===== src/sv/ffa_pkg.sv =====
package ffa_pkg;

    localparam int MAX_SEGMENTS_DEF = 64;
    localparam int HEADER_BYTES_DEF = 20;
    localparam int SPLIT_SLACK_DEF  = 16;

    localparam logic [31:0] HEAP_BASE_RST  = 32'h0100_0000;
    localparam logic [31:0] HEAP_BYTES_RST = 32'h0100_0000;

    // request modes
    localparam logic [1:0] MODE_ALLOC = 2'd0;
    localparam logic [1:0] MODE_FREE  = 2'd1;
    localparam logic [1:0] MODE_INIT  = 2'd2;

    // result status codes
    localparam logic [2:0] ST_OK          = 3'd0;
    localparam logic [2:0] ST_NOT_READY   = 3'd1;
    localparam logic [2:0] ST_NO_MEMORY   = 3'd2;
    localparam logic [2:0] ST_BAD_ADDRESS = 3'd3;
    localparam logic [2:0] ST_DOUBLE_FREE = 3'd4;

    // configuration register indexes
    localparam logic CFG_HEAP_BASE  = 1'b0;
    localparam logic CFG_HEAP_BYTES = 1'b1;

    typedef enum logic [2:0] {
        CMD_NONE,
        CMD_INIT,
        CMD_TAKE,
        CMD_SPLIT,
        CMD_FREE,
        CMD_MERGE
    } cmd_op_t;

    typedef struct packed {
        logic [31:0] start;
        logic [31:0] size;
        logic        free;
    } seg_t;

    typedef struct packed {
        cmd_op_t     op;
        logic [31:0] need;
        logic [31:0] base;
        logic [31:0] bytes;
    } cell_cmd_t;

    typedef struct packed {
        logic        hit;
        logic        split_ok;
        logic        mok;
        logic        free;
        logic [31:0] start;
    } cell_flag_t;

endpackage


===== src/sv/ffa_cell.sv =====
module ffa_cell #(
    parameter int IDX          = 0,
    parameter int CW           = 7,
    parameter int HEADER_BYTES = ffa_pkg::HEADER_BYTES_DEF,
    parameter int SPLIT_SLACK  = ffa_pkg::SPLIT_SLACK_DEF
) (
    input  logic               clk,
    input  ffa_pkg::cell_cmd_t cmd,
    input  logic [CW-1:0]      pos,
    input  logic [CW-1:0]      count,
    input  ffa_pkg::seg_t      left_shift,
    input  ffa_pkg::seg_t      right_seg,
    output ffa_pkg::seg_t      seg,
    output ffa_pkg::seg_t      shift_out,
    output ffa_pkg::cell_flag_t flag
);

    localparam logic [CW-1:0] MY_IDX   = CW'(IDX);
    localparam logic [CW-1:0] NEXT_IDX = CW'(IDX + 1);
    localparam logic [31:0]   H32      = 32'(HEADER_BYTES);
    localparam logic [31:0]   S32      = 32'(SPLIT_SLACK);

    ffa_pkg::seg_t seg_reg;
    ffa_pkg::seg_t seg_next;
    ffa_pkg::seg_t split_seg;
    logic          at_pos;
    logic          after_pos;
    logic [33:0]   merge_sum;
    logic [31:0]   merge_size;
    logic [33:0]   split_need;
    logic [31:0]   init_size;
    logic          right_valid;

    assign at_pos      = (pos == MY_IDX);
    assign after_pos   = (pos < MY_IDX);
    assign right_valid = (NEXT_IDX < count);

    assign merge_sum  = {2'b00, seg_reg.size} + {2'b00, H32} + {2'b00, right_seg.size};
    assign merge_size = (|merge_sum[33:32]) ? 32'hFFFF_FFFF : merge_sum[31:0];
    assign split_need = {2'b00, cmd.need} + {2'b00, H32} + {2'b00, S32};
    assign init_size  = (cmd.bytes > H32) ? (cmd.bytes - H32) : 32'd0;

    // remainder left behind by a split
    assign split_seg.start = seg_reg.start + H32 + cmd.need;
    assign split_seg.size  = seg_reg.size - cmd.need - H32;
    assign split_seg.free  = 1'b1;

    assign shift_out = at_pos ? split_seg : seg_reg;
    assign seg       = seg_reg;

    always_comb
    begin
        flag = '0;
        if (at_pos)
        begin
            flag.hit      = seg_reg.free && (seg_reg.size >= cmd.need);
            flag.split_ok = ({2'b00, seg_reg.size} >= split_need);
            flag.mok      = seg_reg.free && right_valid && right_seg.free;
            flag.free     = seg_reg.free;
            flag.start    = seg_reg.start;
        end
    end

    always_comb
    begin
        seg_next = seg_reg;
        case (cmd.op)
            ffa_pkg::CMD_INIT:
            begin
                if (MY_IDX == '0)
                begin
                    seg_next.start = cmd.base;
                    seg_next.size  = init_size;
                    seg_next.free  = 1'b1;
                end
            end
            ffa_pkg::CMD_TAKE:
            begin
                if (at_pos)
                    seg_next.free = 1'b0;
            end
            ffa_pkg::CMD_SPLIT:
            begin
                if (at_pos)
                begin
                    seg_next.size = cmd.need;
                    seg_next.free = 1'b0;
                end
                else if (after_pos)
                    seg_next = left_shift;
            end
            ffa_pkg::CMD_FREE:
            begin
                if (at_pos)
                    seg_next.free = 1'b1;
            end
            ffa_pkg::CMD_MERGE:
            begin
                if (at_pos)
                    seg_next.size = merge_size;
                else if (after_pos)
                    seg_next = right_seg;
            end
            default:
            begin
                seg_next = seg_reg;
            end
        endcase
    end

    always_ff @(posedge clk)
    begin
        seg_reg <= seg_next;
    end

endmodule


===== config.mk =====
export PLATFORM = sky130hd
export DESIGN_NAME = ffa_cell
export DESIGN_NICKNAME = d
export VERILOG_FILES = /design/src/sv/ffa_pkg.sv /design/src/sv/ffa_cell.sv
export SDC_FILE = /design/constraint.sdc
export NUM_CORES = 1
export LEC_CHECK = 0
export ABC_AREA = 1
export BUFFER_PORTS_ARGS = -buffer_cell sky130_fd_sc_hd__buf_2
export CAP_MARGIN = 25
export CORE_ASPECT_RATIO = 2
export CORE_MARGIN = 5
export CORE_UTILIZATION = 45
export DETAILED_ROUTE_END_ITERATION = 8
export PLACE_DENSITY = 0.7
export SETUP_SLACK_MARGIN = 0.15
export SYNTH_ARGS = -nofsm -noshare
export SYNTH_HDL_FRONTEND = slang
export SYNTH_SLANG_ARGS = --single-unit
export TNS_END_PERCENT = 5

===== constraint.sdc =====
create_clock -name clk -period 5.8 [get_ports clk]
set_input_delay 1.16 -clock clk [delete_from_list [all_inputs] [get_ports clk]]
set_output_delay 1.16 -clock clk [all_outputs]
set_load 0.02 [all_outputs]

## Word-level counts from Yosys, hierarchy flattened

Cells that the tools add are included.

| storage, ports and cells | value |
|---|---|
| bits in registers | 65 |
| logic and storage cells | 55 |
| output and inout port bits | 166 |
| input bits | 244 |

| cells by class | value |
|---|---|
| equal/unequal tests | 13 |
| reduce and logical (&&, ||, !) cells | 10 |
| add/sub/neg operators | 9 |
| $lt $le $gt $ge | 5 |
| muxes and demuxes | 15 |

Operators with widths:

| kind | number |
|---|---|
| two-way mux 65 bit | 3 |
| case mux 64 bit (3 select lines) | 1 |
| two-way mux 32 bit | 5 |
| adder 32 x 5 -> 33 bit, second input constant | 2 |
| subtractor 32 x 5 -> 32 bit, second input constant | 2 |
| two-way mux 36 bit | 1 |
| adder 33 x 32 -> 34 bit | 1 |
| adder 33 x 5 -> 34 bit, second input constant | 1 |
| >= comparator 32 x 34 -> 1 bit | 1 |
| two-way mux 33 bit | 1 |
| adder 32 bit | 1 |
| adder 32 x 5 -> 32 bit, second input constant | 1 |
| >= comparator 32 bit | 1 |
| greater-than comparator 32 x 5 -> 1 bit, second input constant | 1 |
| subtractor 32 bit | 1 |
| != test 2 bit, second input constant | 6 |
| logical NOT 7 bit | 1 |
| < comparator 1 x 7 -> 1 bit, first input constant | 1 |
| < comparator 7 x 1 -> 1 bit, second input constant | 1 |
| equality test 3 x 2 -> 1 bit, second input constant | 2 |
| equality test 3 bit, second input constant | 2 |
| != test 3 bit, second input constant | 2 |
| AND reduction 6 bit | 1 |
| case mux 1 bit (5 select lines) | 1 |
| other kinds (8) | 12 |

## Logic depth before layout (Yosys ltp)

| logic depth | value |
|---|---|
| word-level depth | 6 |
| mapped depth | 23 |
| depth with buffers taken out | 23 |

## Worst setup path after synthesis

Ideal clock, no wire load.

| timing | value |
|---|---|
| path type | input to register |
| start | input cmd[96] in the netlist's numbering |
| end | register seg_reg (netlist bit seg[10]) (enable) |
| cell stages on the path | 6 |
| setup time | 432 ps |
| path buffers | 0 |
| data required time | 5368 ps |
| arrival | 4517 ps |
| path slack | 852 ps |
| cells stage by stage | inv_2 nor2_1 inv_2 nor2_1 nor2_1 a21oi_1 |

| on the way | value |
|---|---|
| longest elaborated chain between the ends | 3 |
| elaborated cells on any way between the ends | 7 |
| those cells by class | eq/ne: 5; reduce/logical: 2 |

RTL lines:

| item | RTL line | source |
|---|---|---|
| from (decl) | ffa_cell.sv:8 | `input ffa_pkg::cell_cmd_t cmd,` |
| equality test 3 x 2 -> 1 bit (tied with other cells) | ffa_cell.sv:67 | `case (cmd.op)` |
| != test 3 bit (no line) or nonzero test 3 bit (tied branches) | - |  |
| AND reduction 3 bit (no line) (*) | - |  |
| to (signal assigned) | ffa_cell.sv:113 | `seg_reg <= seg_next;` |
| to (decl) | ffa_cell.sv:23 | `ffa_pkg::seg_t seg_reg;` |

Mark *: on every way between the ends. The rest lies on a longest branch, timed or not.
A chain may end at the register's enable or synchronous reset.

==> out/qor.csv <==
stage,metric,value,unit
floorplanning,die-area,0.0368,mm^2
critical_path,worstPathMaxFanout,5,
clocking,cts_tree,done,
timing,grt_setup_unrepaired,no,
critical_path,critical_path.startpoint_type,primary input,
detailed_routing,avgRoutedWirePerCell,19.3,um
timing,tns,0,ps
finish,final_util,52.7,%
grt,grt_usage,32.0,%
timing,fin_crit,5340,ps
clocking,holdBufCountCts,0,
timing,hold_slack,903,ps
floorplanning,rows,94,
logic_synthesis,ys_top_cells_by_area,"ha_1 21%, nand2_1 17%, edfxtp_1 13%, inv_1 11%, nor2_1 6.9%",
clocking,cts.sinks,65,
clocking,insertion_delay,370,ps
detailed_routing,drc_errors,0,
power_and_ir_drop,powerDensity,185,mW/mm^2
critical_path,end_kind,primary output,
clocking,htree_num_levels,3,
logic_synthesis,async_flop_share,0,%
logic_synthesis,synth_cells,2415,
clocking,root_buffer,clkbuf_16,
floorplanning,initial_utilization,45.3,%
logic_synthesis,synthFlopType,edfxtp_1,
detailed_routing,via_per_inst,5.21,
grt,grt_pass1_vias,16892,
finish,design_area,0.0172,mm^2
timing,relSlewSlack,38.0,%
grt,antenna_found_initial,2,
timing,worstMarginPinSlew,929,ps
timing,max_freq,0.187,GHz
logic_synthesis,synth_top_area_share,21.0,%
critical_path,cp.arrival,4180,ps
timing,setup_slack,459,ps
status,outcome,"finished, final reports clean",
finish,drive_gt1_share,17.0,%
place,numPortBuffers,311,
logic_synthesis,ys_warn_count,0,
critical_path,path_class,primary input to primary output,
finish,nets,3226,
finish,area_growth,16.4,%
detailed_routing,routed_wl,61200,um
place,place.detailed.hpwl,53300,um
detailed_routing,drtAntennaViolNets,0,
clocking,cts_inserted_buffers,9,
detailed_routing,initialDrtViolationCount,742,
finish,largest_reg_flops,65,
power_and_ir_drop,worst_ir_drop_vdd,0.134,mV
run,drv_cap,0,
power_and_ir_drop,leakagePower,9.63,nW
timing,final-hold-violation-count,0,
detailed_routing,vias,16511,
timing,finalMaxSlewViolations,0,
logic_synthesis,syn_area_per_cell,6.13,um^2
power_and_ir_drop,cellInternalPower,1.58,mW
logic_synthesis,synth-seq-cells,65,
floorplanning,io_pins,410,
finish,finalNonFillerCells,3168,
clocking,clkTransAtPathRegs,60,ps
timing,fin_skew,6.21,ps
detailed_routing,drtPass1Iterations,5,
power_and_ir_drop,comb_power_share,62.1,%
timing,setup_viol,0,
power_and_ir_drop,power_switching_share,50.3,%
place,dpl-instance-area,0.0169,mm^2
logic_synthesis,synth_edf_count,65,
power_and_ir_drop,seq_power_share,19.6,%
hold_path,hold_path.class,flip-flop to flip-flop,
timing,fin_crit_sh,92.1,%
logic_synthesis,ys_types,49,
power_and_ir_drop,switchingPower,1.60,mW
critical_path,cp.required,4640,ps
grt,gr-total-overflow,0,
power_and_ir_drop,clkPwrFrac,18.3,%
grt,grt_pass1_wl,90400,um
logic_synthesis,yosysTopAreaCell,ha_1,
place,dp_worst_setup_slack,300,ps
power_and_ir_drop,finalPower,3.18,mW
logic_synthesis,ys_seq_area_share,13.2,%
clocking,clk_path_buf_depth,2,
logic_synthesis,synth_commonest_cells,"671 x nand2_1, 428 x inv_1, 274 x nor2_1, 248 x ha_1, 129 x a21oi_1",
logic_synthesis,post-synth-top-count-cell,nand2_1,
logic_synthesis,syn_nets,2911,
floorplanning,fp.coreArea,0.0327,mm^2
floorplanning,die_x,138,um
grt,grt_max_degree,76,
place,routabilityCongestion,0.947,
place,dpl.cell_count,3147,
logic_synthesis,syn-cell-area,0.0148,mm^2
floorplanning,die_y,267,um
-- power groups by stage --
stage	logic, mW	clock network (mW)	registers, mW
finish	1.98	0.582	0.625
global route	2.20	0.601	0.629
CTS	1.97	0.586	0.623
detailed placement	1.96	0	0.633
global placement	1.94	0	0.631
floorplan	1.35	0	0.648
-- layer usage --
| layer | global-route usage (%) | part of all wire [%] | vias up | routed length, um |
|---|---|---|---|---|
| li1 | - | - | 8367 | - |
| met1 | 27.9 | 33 | 7455 | 20000 |
| met2 | 64.8 | 55 | 513 | 33600 |
| met3 | 3.87 | 3.9 | 176 | 2400 |
| met4 | 23.8 | 8.7 | 0 | 5310 |
| met5 | 0 | 0 | - | 0 |
-- timing repair --
item | in CTS | in global routing
endpoints found under the setup margin | 0 | 1
resized for setup | 0 | 8
buffers inserted | 0 | 4
-- area by class of cell --
class	count	area, um^2
Sequential cell	65	1950
Inverter	441	1660
Tap cell	432	541
Timing Repair Buffer	338	1760
Clock inverter	7	71.3
Multi-Input combinational cell	1875	11000
Clock buffer	9	225
Antenna cell	1	2.50
Fill cell	3460	15500
-- critical path: stages --
cell and delay (ps):
buf_2 170, ha_4 160, nand2_1 60, nand2_2 90, nand3_4 100, nor2_4 180
nand2_4 100, nor2_4 150, nand3_2 120, nor2_4 160, nand2_1 110, xor2_1 160
inv_1 60, ha_1 290, nand4_1 140, nor3b_2 240, nand3_1 110, nand2_1 70
nor2_1 40, nand2_1 50, nand2_1 40, nor2_1 140, buf_4 140, buf_2 160
-- cell families (layout without fill, tap and decap cells) --
group                      count (synthesis)  in the layout  synth area share, %
DFF                                       65             65                 13.2
and+or+nand+nor                         1247           1247                 37.0
AOI/OAI and AO/OA                        289            289                 10.4
xor gates and xnor gates                  87             87                 5.15
other                                      0              1                    0
buffers and inverters                    475            795                 12.7
adders and majority gates                252            252                 21.5
-- placed cells by master (no fill, tap or decap), types with 3 or more instances in the layout --
| master | instances |
|---|---|
| xnor2_1 | 38 |
| nor3_1 | 33 |
| fa_1 | 4 |
| o21ai_0 | 102 |
| nand3_2 | 36 |
| inv_1 | 428 |
| a22oi_1 | 8 |
| nand4_1 | 25 |
| o21a_1 | 4 |
| nor3_2 | 3 |
| a21oi_1 | 128 |
| buf_2 | 311 |
| nor2_2 | 10 |
| clkinvlp_4 | 3 |
| nand2_4 | 3 |
| xor2_1 | 49 |
| a21o_1 | 7 |
| buf_4 | 27 |
| ha_1 | 247 |
| nor2_4 | 8 |
| nor2_1 | 272 |
| o21bai_1 | 6 |
| nand2_2 | 20 |
| o21ai_1 | 12 |
| inv_2 | 11 |
| edfxtp_1 | 65 |
| nor4_1 | 12 |
| and2_1 | 4 |
| nand2_1 | 670 |
| a21oi_2 | 3 |
| clkbuf_16 | 9 |
| or2_2 | 10 |
| o22ai_1 | 14 |
| nand3_1 | 115 |
| nand3b_1 | 17 |
-- worst paths after layout --
path                   end  slack (ps)    start  cells after the start
hold / removal      seg[1]         900   seg[1]                      5
hold reg to reg     seg[1]         900   seg[1]                      5
setup / recovery  flag[34]         460  cmd[67]                     24
setup reg to reg   seg[31]        2120   seg[2]                     15
Note: power is estimated with default switching activity, not from simulation.
