--- config.mk ---
export PLATFORM = sky130hd
export DESIGN_NAME = ffa_ctrl
export DESIGN_NICKNAME = d
export VERILOG_FILES = /design/src/sv/ffa_pkg.sv /design/src/sv/ffa_ctrl.sv
export SDC_FILE = /design/constraint.sdc
export NUM_CORES = 1
export LEC_CHECK = 0
export BUFFER_PORTS_ARGS = -buffer_cell sky130_fd_sc_hd__buf_2
export CAP_MARGIN = 20
export CORE_UTILIZATION = 43
export CTS_CLUSTER_SIZE = 8
export DETAILED_ROUTE_END_ITERATION = 6
export HOLD_SLACK_MARGIN = 0.02
export PLACE_DENSITY = 0.68
export REMOVE_ABC_BUFFERS = 1
export SETUP_SLACK_MARGIN = 0.5
export SLEW_MARGIN = 20
export SYNTH_ARGS = -nofsm -noshare
export SYNTH_HDL_FRONTEND = slang
export SYNTH_SLANG_ARGS = --single-unit
--- constraint.sdc ---
create_clock -name clk -period 4 [get_ports clk]
set_input_delay 0.2 -clock clk [delete_from_list [all_inputs] [get_ports clk]]
set_output_delay 0.2 -clock clk [all_outputs]
set_load 0.05 [all_outputs]
--- src/sv/ffa_pkg.sv ---
package ffa_pkg;

    localparam int MAX_SEGMENTS_DEF = 64;
    localparam int HEADER_BYTES_DEF = 20;
    localparam int SPLIT_SLACK_DEF  = 16;

    localparam logic [31:0] HEAP_BASE_RST  = 32'h0100_0000;
    localparam logic [31:0] HEAP_BYTES_RST = 32'h0100_0000;

    // request modes
    localparam logic [1:0] MODE_ALLOC = 2'd0;
    localparam logic [1:0] MODE_FREE  = 2'd1;
    localparam logic [1:0] MODE_INIT  = 2'd2;

    // result status codes
    localparam logic [2:0] ST_OK          = 3'd0;
    localparam logic [2:0] ST_NOT_READY   = 3'd1;
    localparam logic [2:0] ST_NO_MEMORY   = 3'd2;
    localparam logic [2:0] ST_BAD_ADDRESS = 3'd3;
    localparam logic [2:0] ST_DOUBLE_FREE = 3'd4;

    // configuration register indexes
    localparam logic CFG_HEAP_BASE  = 1'b0;
    localparam logic CFG_HEAP_BYTES = 1'b1;

    typedef enum logic [2:0] {
        CMD_NONE,
        CMD_INIT,
        CMD_TAKE,
        CMD_SPLIT,
        CMD_FREE,
        CMD_MERGE
    } cmd_op_t;

    typedef struct packed {
        logic [31:0] start;
        logic [31:0] size;
        logic        free;
    } seg_t;

    typedef struct packed {
        cmd_op_t     op;
        logic [31:0] need;
        logic [31:0] base;
        logic [31:0] bytes;
    } cell_cmd_t;

    typedef struct packed {
        logic        hit;
        logic        split_ok;
        logic        mok;
        logic        free;
        logic [31:0] start;
    } cell_flag_t;

endpackage

--- src/sv/ffa_ctrl.sv ---
module ffa_ctrl #(
    parameter int MAX_SEGMENTS = ffa_pkg::MAX_SEGMENTS_DEF,
    parameter int HEADER_BYTES = ffa_pkg::HEADER_BYTES_DEF,
    parameter int CW           = $clog2(MAX_SEGMENTS + 1)
) (
    input  logic                clk,
    input  logic                rst_n,
    input  logic                in_valid,
    output logic                in_ready,
    input  logic [1:0]          mode,
    input  logic [31:0]         request_bytes,
    input  logic [31:0]         block_address,
    output logic                out_valid,
    input  logic                out_ready,
    output logic [31:0]         result_address,
    output logic [2:0]          status,
    input  logic                cfg_write,
    input  logic                cfg_index,
    input  logic [31:0]         cfg_data,
    output ffa_pkg::cell_cmd_t  cmd,
    output logic [CW-1:0]       pos,
    output logic [CW-1:0]       count,
    input  ffa_pkg::cell_flag_t flag
);

    localparam logic [31:0]   H32     = 32'(HEADER_BYTES);
    localparam logic [CW-1:0] CNT_MAX = CW'(MAX_SEGMENTS);

    typedef enum logic [4:0] {
        S_IDLE   = 5'b00001,
        S_SCAN_A = 5'b00010,
        S_SCAN_F = 5'b00100,
        S_MERGE  = 5'b01000,
        S_DONE   = 5'b10000
    } state_t;

    state_t        state_reg, state_next;
    logic [CW-1:0] pos_reg, pos_next;
    logic [CW-1:0] cnt_reg, cnt_next;
    logic          ready_reg, ready_next;
    logic          back_reg, back_next;
    logic [31:0]   need_reg, need_next;
    logic [31:0]   addr_reg, addr_next;
    logic [31:0]   base_reg, bytes_reg;
    logic [31:0]   res_addr_reg, res_addr_next;
    logic [2:0]    res_st_reg, res_st_next;
    logic          out_valid_reg, out_valid_next;
    logic [31:0]   out_addr_reg;
    logic [2:0]    out_st_reg;
    logic          load_out;
    logic [32:0]   need_round;

    assign in_ready       = (state_reg == S_IDLE);
    assign out_valid      = out_valid_reg;
    assign result_address = out_addr_reg;
    assign status         = out_st_reg;
    assign pos            = pos_reg;
    assign count          = cnt_reg;
    assign need_round     = ({1'b0, request_bytes} + 33'd7) & ~33'd7;
    assign load_out       = (state_reg == S_DONE) && (!out_valid_reg || out_ready);

    always_comb
    begin
        state_next    = state_reg;
        pos_next      = pos_reg;
        cnt_next      = cnt_reg;
        ready_next    = ready_reg;
        back_next     = back_reg;
        need_next     = need_reg;
        addr_next     = addr_reg;
        res_addr_next = res_addr_reg;
        res_st_next   = res_st_reg;
        cmd.op        = ffa_pkg::CMD_NONE;
        cmd.need      = need_reg;
        cmd.base      = base_reg;
        cmd.bytes     = bytes_reg;

        case (state_reg)
            S_IDLE:
            begin
                if (in_valid)
                begin
                    res_addr_next = 32'd0;
                    res_st_next   = ffa_pkg::ST_NOT_READY;
                    pos_next      = '0;
                    back_next     = 1'b0;
                    state_next    = S_DONE;
                    case (mode)
                        ffa_pkg::MODE_INIT:
                        begin
                            cmd.op      = ffa_pkg::CMD_INIT;
                            cnt_next    = CW'(1);
                            ready_next  = 1'b1;
                            res_st_next = ffa_pkg::ST_OK;
                        end
                        ffa_pkg::MODE_ALLOC:
                        begin
                            if (ready_reg && request_bytes != 32'd0)
                            begin
                                if (need_round[32])
                                    res_st_next = ffa_pkg::ST_NO_MEMORY;
                                else
                                begin
                                    need_next  = need_round[31:0];
                                    state_next = S_SCAN_A;
                                end
                            end
                        end
                        ffa_pkg::MODE_FREE:
                        begin
                            if (ready_reg)
                            begin
                                addr_next  = block_address;
                                state_next = S_SCAN_F;
                            end
                        end
                        default:
                        begin
                            res_st_next = ffa_pkg::ST_NOT_READY;
                        end
                    endcase
                end
            end
            S_SCAN_A:
            begin
                if (pos_reg >= cnt_reg)
                begin
                    res_st_next = ffa_pkg::ST_NO_MEMORY;
                    state_next  = S_DONE;
                end
                else if (flag.hit)
                begin
                    if (flag.split_ok && cnt_reg < CNT_MAX)
                    begin
                        cmd.op   = ffa_pkg::CMD_SPLIT;
                        cnt_next = cnt_reg + CW'(1);
                    end
                    else
                        cmd.op = ffa_pkg::CMD_TAKE;
                    res_addr_next = flag.start + H32;
                    res_st_next   = ffa_pkg::ST_OK;
                    state_next    = S_DONE;
                end
                else
                    pos_next = pos_reg + CW'(1);
            end
            S_SCAN_F:
            begin
                if (pos_reg >= cnt_reg)
                begin
                    res_st_next = ffa_pkg::ST_BAD_ADDRESS;
                    state_next  = S_DONE;
                end
                else if (flag.start + H32 == addr_reg)
                begin
                    if (flag.free)
                    begin
                        res_st_next = ffa_pkg::ST_DOUBLE_FREE;
                        state_next  = S_DONE;
                    end
                    else
                    begin
                        cmd.op      = ffa_pkg::CMD_FREE;
                        res_st_next = ffa_pkg::ST_OK;
                        state_next  = S_MERGE;
                        // check the left neighbor first
                        if (pos_reg != '0)
                        begin
                            pos_next  = pos_reg - CW'(1);
                            back_next = 1'b1;
                        end
                    end
                end
                else
                    pos_next = pos_reg + CW'(1);
            end
            S_MERGE:
            begin
                if (flag.mok)
                begin
                    cmd.op    = ffa_pkg::CMD_MERGE;
                    cnt_next  = cnt_reg - CW'(1);
                    back_next = 1'b0;
                end
                else if (back_reg)
                begin
                    pos_next  = pos_reg + CW'(1);
                    back_next = 1'b0;
                end
                else
                    state_next = S_DONE;
            end
            S_DONE:
            begin
                if (load_out)
                    state_next = S_IDLE;
            end
            default:
            begin
                state_next = S_IDLE;
            end
        endcase
    end

    always_comb
    begin
        out_valid_next = out_valid_reg;
        if (load_out)
            out_valid_next = 1'b1;
        else if (out_ready)
            out_valid_next = 1'b0;
    end

    always_ff @(posedge clk or negedge rst_n)
    begin
        if (!rst_n)
        begin
            state_reg     <= S_IDLE;
            pos_reg       <= '0;
            cnt_reg       <= '0;
            ready_reg     <= 1'b0;
            back_reg      <= 1'b0;
            out_valid_reg <= 1'b0;
            base_reg      <= ffa_pkg::HEAP_BASE_RST;
            bytes_reg     <= ffa_pkg::HEAP_BYTES_RST;
        end
        else
        begin
            state_reg     <= state_next;
            pos_reg       <= pos_next;
            cnt_reg       <= cnt_next;
            ready_reg     <= ready_next;
            back_reg      <= back_next;
            out_valid_reg <= out_valid_next;
            if (cfg_write)
            begin
                if (cfg_index == ffa_pkg::CFG_HEAP_BASE)
                    base_reg <= cfg_data;
                else if (cfg_index == ffa_pkg::CFG_HEAP_BYTES)
                    bytes_reg <= cfg_data;
            end
        end
    end

    always_ff @(posedge clk)
    begin
        need_reg     <= need_next;
        addr_reg     <= addr_next;
        res_addr_reg <= res_addr_next;
        res_st_reg   <= res_st_next;
        if (load_out)
        begin
            out_addr_reg <= res_addr_reg;
            out_st_reg   <= res_st_reg;
        end
    end

endmodule

# [Word-level counts from Yosys, hierarchy flattened]
# Cells that the tools add are included.
[classes] div=0 magnitude_cmp=2 mux=63 bitwise=2 n_shift=0 n_mul=0 n_addsub=6 eq_ne=27 n_reduce_logical=25
[ops] operator="$mux 7" n=15
[ops] operator="$mux 32" n=3
[ops] operator="$pmux 32 s2" n=1
[ops] operator="$mux 5" n=12
[ops] operator="$add 32x3->33 const B" n=1
[ops] operator="$add 32x5->32 const B" n=1
[ops] operator="$eq 32x32->1" n=1
[ops] operator="$reduce_bool 32->1" n=1
[ops] operator="$mux 3" n=10
[ops] operator="$ne 2x2->1 const B" n=14
[ops] operator="$pmux 7 s4" n=1
[ops] operator="$pmux 5 s5" n=1
[ops] operator="$pmux 7 s3" n=1
[ops] operator="$add 7x1->7 const B" n=2
[ops] operator="$sub 7x1->7 const B" n=2
[ops] operator="$ne 3x3->1 const B" n=4
[ops] operator="$pmux 3 s4" n=1
[ops] operator="$reduce_and 4->1" n=3
[ops] operator="$reduce_and 6->1" n=2
[ops] operator="$mux 1" n=10
[ops] operator="$pmux 5 s2" n=1
[ops] operator="$pmux 3 s3" n=1
[ops] operator="$reduce_and 9->1" n=1
[ops] operator="$reduce_bool 3->1" n=3
[ops] operator="other kinds (25)" n=33
[totals] mem_bits_ro=0 regBits=217 n_memories=0 ramBits=0 word_cells=139 latchBits=0

# [Depth between registers and ports, before layout]
# Gate-level depths: netlist of run 1.
[depth] depth_word=6 depth_mapped=14 depth_no_buf=12

# [Worst setup path after synthesis of run 1]
# OpenSTA, ideal clock, no wires.
[synth_timing] path_kind="reg-to-reg" start="reg state_reg[1]" end="reg addr_reg[0], enable pin" stages_incl_launch_ff=5 path_buffers=0 setup_ps=421 path_slack_ps=-696 required_time_ps=3579 period_less_slack_ps=4696 arrival_ps=4275 path_cell_list="dfrtp_1 -> nor2_1 -> nor4bb_1 -> nand2_1 -> nor2_1"
[synth_via] elab_chain_len=2
[synth_rtl] element="start: declaration" line_no="ffa_ctrl.sv:37" source="state_t state_reg, state_next;"
[synth_rtl] element="start signal: assignment" line_no="ffa_ctrl.sv:229" source="state_reg <= state_next;"
[synth_rtl] element="$eq 5x1->1"
[synth_rtl] element="net in_ready" line_no="ffa_ctrl.sv:9" source="output logic in_ready,"
[synth_rtl] element="$reduce_and 4->1 (no source line)"
[synth_rtl] element="end signal: assignment" line_no="ffa_ctrl.sv:248" source="addr_reg <= addr_next;"
[synth_rtl] element="end: declaration" line_no="ffa_ctrl.sv:43" source="logic [31:0] addr_reg, addr_next;"
# The timed path passes the listed nets, and every way through them passes these cells.
# A chain may end at the register's enable or synchronous reset.

==> out/metrics.yaml, run 1 <==
place:
  gp_congestion: 0.959
  io_buffer_count: 286
  place_ws_ns: 0.0422
  hpwl_um: 23200
  dpl-instance-area_um2: 12800
clocking:
  ctsLongestPathBuffers: 3
  htreeDepth: 1
  root_buffer: "clkbuf_16"
  cts.clk_slew.worst_paths_ns: 0.05
  cts_buffers: 31
  clock-sinks: 217
  cts_tree: "yes"
  clk_latency_ns: 0.54
min_path:
  min_path_type: "primary input to flop"
  min_delay_worst_endpoint: "need_reg[12]"
  min_path_cells: 2
  min-delay-start: "request_bytes[12]"
worst_setup_path:
  cp_max_fo: 2
  end_kind: "output pin"
  cp_num_buf_inv: 3
  arrival_ns: 3.48
  start_kind: "flop"
  r2r_setup_slack_ns: 0.34
  crit_type: "flop to output pin"
  cp_data_required_time_ns: 3.80
  max_stage_delay_ns: 0.53
  cp_top_family: "simple AND/OR/NAND/NOR gates"
  path_common_cell: "buf_4"
  r2r_end: "pos[5]"
  r2r_start: "addr_reg[3]"
  rr_worst_depth: 19
  critPathSlowestCell: "or4_4"
  cp-startpoint: "addr_reg[3]"
  path_cells: "xor2_1, nor4_2, buf_4, o2111ai_4, a2111oi_4, buf_4, and4_4, o2111ai_2, or4_4, or3_4, nand2_2, buf_8"
cells_and_area:
  seq_area_um2: 6090
  syn_to_final_growth_pct: 38.5
  fillers: 1967
  multi_input_area_um2: 4700
  drive_gt1_share_pct: 35.3
  final_area_um2: 15100
  nNetsFinal: 1492
yosys:
  yosys_warnings: 0
  syn_area_per_cell_um2: 12.1
  synth_edf_count: 131
  synth_top_area_share_pct: 36.2
  synth_cell_types: 80
  synth_area_leader_cell: "edfxtp_1"
  synthFlopType: "edfxtp_1"
  async_flop_share_pct: 39.6
  syn-cell-area_um2: 10900
  synth_area_leaders: "edfxtp_1, dfrtp_1, mux2_2"
  synth_common_cells: "edfxtp_1, dfrtp_1, nor2_1"
  synth_cells: 902
  ys_ff_latch: 217
  synth_most_common_cell: "edfxtp_1"
  ys_seq_area_share_pct: 56.0
power_and_ir_drop:
  swShare_pct: 33.6
  power.leakage_nw: 6.26
  power.internal_mw: 4.96
  pwr-share-seq_pct: 39.5
  irDropWorstVdd_uv: 340
  clock_power_share_pct: 32.2
  comb_power_share_pct: 28.3
  powerDensity_nw_per_um2: 497
  power.total_mw: 7.48
  p_switching_mw: 2.52
grt:
  grt_antenna_before_repair: 2
  grt_pass1_vias: 9078
  grt_pass1_wl_um: 50200
  track_usage_pct: 24.7
  grt_max_degree: 45
  grt_overflow: 0
routing:
  ant_nets: 0
  firstDrtPassIters: 5
  route.detailed.drc: 0
  wire_per_inst_um: 19.3
  vias_per_cell: 5.47
  routed_wl_um: 32600
  vias: 9219
  drt_iter0_markers: 690
sta:
  worstMarginPinSlew_ns: 1.06
  skew_ns: 0.0217
  grt_setup_unrepaired: "true"
  finalCritPeriodShare_pct: 92.1
  fmax_mhz: 271
  setup_slack_ns: 0.316
  setup_violations: 0
  hold_viol_final: 0
  max_slew_margin_pct: 29.5
  slew_violations: 0
  fin_crit_ns: 3.68
  tns_ns: 0
  whs_ns: 0.0414
floorplanning:
  chipWidth_um: 161
  io_pins: 290
  core_um2: 24500
  die_h_um: 161
  placementRows: 57
  start_util_pct: 44.3
  die_area_um2: 25900
flow_run:
  max_cap_violations: 0
outcome:
  status: "complete, no violations"
## per-layer routing
layer  vias to the layer above  routed length [um]  global-route usage [%]
met1                      4409               13800                    33.3
met3                        60                2860                    4.98
met4                         0                 673                    7.16
li1                       4236                   -                       -
met2                       514               15300                    40.2
met5                         -                   0                       0
## worst max-delay path by stage
stage | to | slack [ns] | cells after the start
after floorplan | addr_reg[0] | -0.70 | 4
after global placement | cmd[98] | 0.07 | 11
after detailed placement | cmd[98] | 0.04 | 11
after CTS | cmd[98] | 0.25 | 11
after global routing | cmd[98] | 0.21 | 11
final | cmd[98] | 0.32 | 12
## cell usage in the layout, fill, tap and decap left out, types with 26 or more instances in the layout
| master | instances |
|---|---|
| xor2_1 | 30 |
| mux2_2 | 64 |
| xnor2_1 | 54 |
| buf_4 | 47 |
| buf_2 | 283 |
| dfrtp_1 | 82 |
| nand2_1 | 50 |
| dlygate4sd3_1 | 97 |
| edfxtp_1 | 131 |
| a21oi_1 | 26 |
| nor2_1 | 65 |
| nand3_1 | 33 |
| clkbuf_16 | 32 |
## power by group through the flow
stage,registers (mW),clock network (mW),logic [mW]
after detailed placement,2.99,0,1.97
after global placement,2.97,0,1.96
final,2.95,2.41,2.12
after floorplan,3.64,0,0.665
after global routing,2.99,2.56,2.24
after CTS,2.95,2.46,2.05
## timing repair
| item | CTS | global route |
|---|---|---|
| endpoints found under the hold margin | 170 | 0 |
| setup endpoints to repair | 13 | 47 |
| setup buffers | 7 | 10 |
| pin swaps | 10 | 15 |
| hold buffers | 98 | 0 |
| gates cloned | 0 | 0 |
| resized for setup | 14 | 29 |
## kinds of logic after synthesis
| kind of cell | count (synthesis) | synth area share [%] |
|---|---|---|
| flops | 217 | 56.0 |
| simple gates | 319 | 16.0 |
| mux | 69 | 7.13 |
| other cells | 1 | 0.0345 |
| compound gates | 127 | 8.14 |
| buf+inv | 61 | 2.43 |
| xor+xnor | 91 | 8.24 |
| fa+ha+maj | 17 | 2.03 |
## per-stage QoR
stage	instances	utilization, %
2_1_floorplan	865	-
3_3_place_gp	1511	52.3
3_5_place_dp	1511	52.3
4_1_cts	1673	60.5
5_1_grt	1685	61.4
6_report	1685	61.4
## final cells by class
type                       count  share of cell area (%)
timing repair buffer         437                    19.0
inverter                      22                   0.548
tap                          324                    2.69
antenna                        2                  0.0332
clock buffer                  57                    6.01
sequential                   217                    40.4
multi-input combinational    626                    31.2
(Power assumes the default switching activity.)
==> run 2, diff against run 1 <==
Settings changed: CTS_CLUSTER_DIAMETER from default to 40, PLACE_DENSITY 0.68 to default, PLACE_DENSITY_LB_ADDON from default to 0.15.
==> run 2 against run 1 <==
Effect of this change:
- sequential cell count unchanged
- die area unchanged
- non-clock buffer count decreased by 31
- cell count decreased by 1.1%
- highest routed layer unchanged
- sequential share of layout area increased by 0.27 points
- hold slack got worse by 0.0018 ns
==> out/metrics.yaml, run 2 (same netlist as run 1, synthesis figures left out) <==
flow_run:
  max_cap_violations: 0  # unchanged
clocking:
  clk_latency_ns: 0.50  # was 0.54 ns
  cts.clk_slew.worst_paths_ns: 0.04  # was 0.05 ns
  ctsLongestPathBuffers: 3  # unchanged
  clock-sinks: 217  # unchanged
  cts_tree: "yes"  # unchanged
  htreeDepth: 2  # was 1
  cts_buffers: 38  # was 31
  root_buffer: "clkbuf_16"  # unchanged
power_and_ir_drop:
  power.internal_mw: 5.38  # was 4.96 mW
  power.leakage_nw: 6.23  # was 6.26 nW
  swShare_pct: 32.5  # was 33.6%
  comb_power_share_pct: 26.1  # was 28.3%
  pwr-share-seq_pct: 37.0  # was 39.5%
  powerDensity_nw_per_um2: 533  # was 497 nW/um2
  irDropWorstVdd_uv: 341  # was 340 uV
  clock_power_share_pct: 37.0  # was 32.2%
  p_switching_mw: 2.59  # was 2.52 mW
  power.total_mw: 7.97  # was 7.48 mW
place:
  hpwl_um: 23100  # was 23200 um
  dpl-instance-area_um2: 12800  # about the same
  io_buffer_count: 286  # unchanged
  gp_congestion: 0.961  # was 0.959
worst_setup_path:
  cp_data_required_time_ns: 3.80  # about the same
  crit_type: "primary input to output pin"  # was flop to output pin
  r2r_setup_slack_ns: 0.46  # was 0.34 ns
  cp_max_fo: 9  # was 2
  rr_worst_depth: 12  # was 19
  r2r_start: "addr_reg[2]"  # was addr_reg[3]
  r2r_end: "pos[5]"  # unchanged
  arrival_ns: 3.55  # was 3.48 ns
  end_kind: "output pin"  # unchanged
  cp-startpoint: "flag[2]"  # was addr_reg[3]
  start_kind: "primary input"  # was flop
grt:
  grt_max_degree: 53  # was 45
  grt_pass1_vias: 8718  # was 9078
  grt_antenna_before_repair: 3  # was 2
  track_usage_pct: 23.8  # was 24.7%
  grt_overflow: 0  # unchanged
  grt_pass1_wl_um: 48100  # was 50200 um
cells_and_area:
  fillers: 2067  # was 1967
  syn_to_final_growth_pct: 37.6  # was 38.5%
  final_area_um2: 15000  # was 15100 um2
  drive_gt1_share_pct: 36.0  # was 35.3%
  finalCoreUtilization_pct: 61.0  # was 61.4%
  nNetsFinal: 1468  # was 1492
  mostFrequentLayoutCell: "buf_2"  # unchanged
  mostFrequentLayoutCells: "buf_2, edfxtp_1, dfrtp_1, dlygate4sd3_1, nor2_1"  # was buf_2, edfxtp_1, dlygate4sd3_1, dfrtp_1, nor2_1
floorplanning:
  die_area_um2: 25900  # unchanged
  die_h_um: 161  # unchanged
  start_util_pct: 44.3  # unchanged
  core_um2: 24500  # unchanged
  chipWidth_um: 161  # unchanged
  placementRows: 57  # unchanged
  io_pins: 290  # unchanged
routing:
  vias_per_cell: 5.32  # was 5.47
  ant_nets: 0  # unchanged
  route.layer.met1.wl_um: 14100  # was 13800 um
  wire_per_inst_um: 18.8  # was 19.3 um
  wl_met3_um: 2520  # was 2860 um
  wl_met2_um: 14000  # was 15300 um
  routed_wl_um: 31300  # was 32600 um
  drt_iter0_markers: 791  # was 690
  route.detailed.drc: 0  # unchanged
  vias: 8861  # was 9219
  top_layer: "met4"  # unchanged
  firstDrtPassIters: 5  # unchanged
min_path:
  min-delay-start: "request_bytes[24]"  # was request_bytes[12]
  min_path_cells: 2  # unchanged
  min_delay_worst_endpoint: "need_reg[24]"  # was need_reg[12]
  min_path_type: "primary input to flop"  # unchanged
sta:
  hold_viol_final: 0  # unchanged
  skew_ns: 0.0173  # was 0.0217 ns
  whs_ns: 0.0396  # was 0.0414 ns
  grt_setup_unrepaired: "true"  # unchanged
  slew_violations: 0  # unchanged
  max_slew_margin_pct: 33.2  # was 29.5%
  setup_violations: 0  # unchanged
  finalCritPeriodShare_pct: 93.7  # was 92.1%
  fmax_mhz: 267  # was 271 MHz
  fin_crit_ns: 3.75  # was 3.68 ns
  worstMarginPinSlew_ns: 0.999  # was 1.06 ns
outcome:
  status: "complete, no violations"  # unchanged
==> run 2: cell types whose count changed in the layout (fill, tap and decap cells not counted), sizes merged, moves of 2 or more <==
cell / before / now
dlygate4sd3: 97 / 74
clkinv: 0 / 9
buf: 339 / 332
bufinv: 0 / 2
clkbuf: 57 / 55
==> run 2: layout make-up <==
type                    count  area (um2)  area share, %
diodes                      3        7.51         0.0502
clock buffers              55        1050           6.99
clock inverters            13         121          0.811
inverters                  22        82.6          0.552
multi-input cells         626        4660           31.1
flip-flops and latches    217        6090           40.7
well taps                 324         405           2.71
repair buffers            406        2550           17.0
==> run 2: per-stage QoR <==
stage	setup slack, ns	TNS (ns)	cells
after floorplan	-0.696	-40.48	865
after global placement	0.0881	0	1512
after detailed placement	0.0324	0	1512
after CTS	0.233	0	1655
after global routing	0.116	0	1665
final	0.250	0	1666
==> run 2: worst max path at each step <==
stage | endpoint | slack [ns] | depth (start not counted)
6_report | cmd[98] | 0.25 | 12
4_1_cts | cmd[98] | 0.23 | 12
2_1_floorplan | addr_reg[0] | -0.70 | 4
3_3_place_gp | cmd[98] | 0.09 | 14
3_5_place_dp | cmd[98] | 0.03 | 14
5_1_grt | cmd[98] | 0.12 | 12
==> run 2: repair_timing <==
action / 4_1_cts / 5_1_grt
pin swaps: 8 / 10
endpoints found under the setup margin: 13 / 12
gates resized for setup: 19 / 8
hold endpoints to repair: 153 / 0
setup buffers: 1 / 8
hold buffers: 74 / 0
==> run 2: critical path, cell delays in order <==
cell and delay [ns]:
buf_2 0.14, ha_1 0.34, nor2_1 0.14, or4_1 0.59, nor2_1 0.18, xnor3_1 0.15
nand4_1 0.12, or4_1 0.54, or4_4 0.52, or3_4 0.40, nand2_4 0.07, buf_8 0.14
==> run 2: routing by layer <==
metal  vias to the layer above  track usage, %
met4                         0            7.72
met5                         -               0
met3                        44            5.93
li1                       4197               -
met2                       393            37.5
met1                      4227            32.3
==> run 2: power groups by stage <==
| stage | Combinational, mW | Sequential (mW) | Clock, mW |
|---|---|---|---|
| floorplan | 0.665 | 3.64 | 0 |
| global placement | 1.96 | 2.97 | 0 |
| detailed placement | 1.97 | 2.98 | 0 |
| CTS | 2.05 | 2.95 | 3.02 |
| global route | 2.20 | 2.98 | 3.12 |
| finish | 2.08 | 2.94 | 2.95 |
==> run 3, diff against run 2 <==
Settings changed: HOLD_SLACK_MARGIN 0.02 to default.
Clock period 4 ns to 3 ns, I/O delays scaled along.
==> run 3 against run 2 <==
Effect of this change:
- the run now ends with setup timing left
- count of clock-buffer cells in the layout increased by 4
- core utilization up 8.2 points
- cell count rose by 12%
- critical path type is now flop to output pin
- critical endpoint unchanged
- highest routed layer unchanged
==> out/metrics.yaml, run 3 (same netlist as run 1, synthesis figures left out) <==
grt:
  grt_max_degree: 65  # was 53
  grt_overflow: 0  # unchanged
  grt_antenna_before_repair: 1  # was 3
  track_usage_pct: 26.1  # was 23.8%
  grt_pass1_wl_um: 52800  # was 48100 um
  grt_pass1_vias: 9757  # was 8718
worst_setup_path:
  crit_type: "flop to output pin"  # was primary input to output pin
  cp_max_fo: 2  # was 9
  cp_data_required_time_ns: 2.85  # was 3.80 ns
  r2r_end: "res_st_reg[1]"  # was pos[5]
  rr_worst_depth: 17  # was 12
  arrival_ns: 3.65  # was 3.55 ns
  r2r_setup_slack_ns: -0.77  # was 0.46 ns
  r2r_start: "addr_reg[2]"  # unchanged
  end_kind: "output pin"  # unchanged
  start_kind: "flop"  # was primary input
sta:
  max_slew_margin_pct: 33.8  # was 33.2%
  grt_setup_unrepaired: "true"  # unchanged
  fin_crit_ns: 3.80
  worstMarginPinSlew_ns: 0.989  # was 0.999 ns
  setup_slack_ns: -0.796  # was 0.250 ns
  skew_ns: 0.0182  # was 0.0173 ns
  fmax_mhz: 263
  slew_violations: 0  # unchanged
  hold_viol_final: 0  # unchanged
  setup_violations: 15  # was 0
  finalCritPeriodShare_pct: 127
place:
  dpl-instance-area_um2: 13900  # was 12800 um2
  io_buffer_count: 286  # unchanged
  place_ws_ns: -0.879  # was 0.0324 ns
  hpwl_um: 24200  # was 23100 um
  gp_congestion: 0.940  # was 0.961
clocking:
  clk_latency_ns: 0.52  # was 0.50 ns
  htreeDepth: 2  # unchanged
  ctsLongestPathBuffers: 3  # unchanged
  clock-sinks: 217  # unchanged
  cts.clk_slew.worst_paths_ns: 0.05  # was 0.04 ns
  root_buffer: "clkbuf_16"  # unchanged
  cts_buffers: 37  # was 38
  cts_tree: "yes"  # unchanged
floorplanning:
  placementRows: 57  # unchanged
  die_area_um2: 25900  # unchanged
  core_um2: 24500  # unchanged
  io_pins: 290  # unchanged
  start_util_pct: 44.3  # unchanged
  chipWidth_um: 161  # unchanged
  die_h_um: 161  # unchanged
routing:
  vias: 9744  # was 8861
  wire_per_inst_um: 18.5  # was 18.8 um
  top_layer: "met4"  # unchanged
  ant_nets: 0  # unchanged
  drt_iter0_markers: 709  # was 791
  route.layer.met1.wl_um: 14600  # was 14100 um
  vias_per_cell: 5.24  # was 5.32
  wl_met2_um: 16000  # was 14000 um
  wl_met3_um: 2790  # was 2520 um
  firstDrtPassIters: 5  # unchanged
  route.detailed.drc: 0  # unchanged
  routed_wl_um: 34400  # was 31300 um
cells_and_area:
  syn_to_final_growth_pct: 56.0  # was 37.6%
  final_area_um2: 17000  # was 15000 um2
  mostFrequentLayoutCell: "buf_2"  # unchanged
  finalCoreUtilization_pct: 69.1  # was 61.0%
  mostFrequentLayoutCells: "buf_2, buf_4, edfxtp_1, dlygate4sd3_1, dfrtp_1"  # was buf_2, edfxtp_1, dfrtp_1, dlygate4sd3_1, nor2_1
  drive_gt1_share_pct: 44.7  # was 36.0%
  nNetsFinal: 1662  # was 1468
power_and_ir_drop:
  irDropWorstVdd_uv: 452  # was 341 uV
  power.total_mw: 11.3  # was 7.97 mW
  power.leakage_nw: 7.28  # was 6.23 nW
  powerDensity_nw_per_um2: 668  # was 533 nW/um2
min_path:
  min_delay_worst_endpoint: "state_reg[4]"  # was need_reg[24]
  min-delay-start: "out_ready"  # was request_bytes[24]
  min_path_type: "primary input to flop"  # unchanged
  min_path_cells: 3  # was 2
flow_run:
  max_cap_violations: 0  # unchanged
outcome:
  violations: "setup timing"
  status: "finished with violations"  # was complete, no violations
[run 3: cell types whose count changed in the layout (fill, tap and decap cells not counted), moves of 4 or more]
cell | before | now
buf_4 | 46 | 182
dlygate4sd3_1 | 74 | 100
buf_6 | 1 | 24
o21ai_0 | 24 | 16
a21oi_1 | 25 | 19
a21oi_2 | 1 | 7
nand2_1 | 50 | 44
buf_12 | 1 | 5
buf_16 | 0 | 4
clkbuf_1 | 15 | 19
inv_1 | 22 | 18
o21ai_1 | 3 | 7
[run 3: metal layers]
layer  up-vias  track usage, %
li1       4606               -
met3        78            6.27
met4         0            10.3
met5         -               0
met2       434            41.9
met1      4626            34.2
[run 3: layout make-up]
class	count	area, um2
fill	1804	7570
sequential	217	6090
multi-input combinational	626	4880
timing repair buffer	601	4320
clock buffer	59	1060
tap	324	405
clock inverter	9	125
inverter	22	85.1
antenna	1	2.50
[run 3: power by group]
part | switching, mW | internal [mW] | leakage, nW | total [mW]
clock | 1.41 | 2.53 | 0.572 | 3.94
combinational | 2.16 | 1.32 | 4.46 | 3.48
sequential | 0.182 | 3.73 | 2.25 | 3.91
total | 3.75 | 7.59 | 7.28 | 11.3
[run 3: how the worst max path moves through the flow]
stage	cells after the start	from	end	slack, ns
after floorplan	4	state_reg[1]	addr_reg[0]	-1.70
after global placement	14	flag[2]	res_st_reg[2]	-0.84
after detailed placement	14	flag[3]	res_st_reg[1]	-0.88
after CTS	12	addr_reg[0]	cmd[98]	-0.76
after global routing	19	addr_reg[2]	pos[5]	-0.93
final	12	addr_reg[2]	cmd[98]	-0.80
[run 3: stage by stage]
step	hold slack, ns	TNS, ns	std cells
global route	0.0305	-12.07	1858
finish	0.0276	-10.17	1859
floorplan	-0.146	-147.08	865
detailed placement	0.286	-11.22	1650
global placement	0.288	-10.73	1650
CTS	0.00971	-8.57	1846
[run 3: worst max-delay path, cell delays in order (launching register included)]
cell       delay (ns)
edfxtp_1         0.41
xnor2_2          0.18
nor4_4           0.36
buf_4            0.20
o2111ai_4        0.13
a2111oi_4        0.28
buf_4            0.16
and4_4           0.23
o2111ai_2        0.09
or4_4            0.47
or3_4            0.38
nand2_4          0.10
buf_8            0.14
[run 3: repair_timing]
item,4_1_cts,5_1_grt
pin swaps,30,12
endpoints found under the hold margin,189,0
hold buffers,100,0
setup endpoints to repair,57,120
resized for setup,75,41
cloned,4,0
buffers inserted,24,12
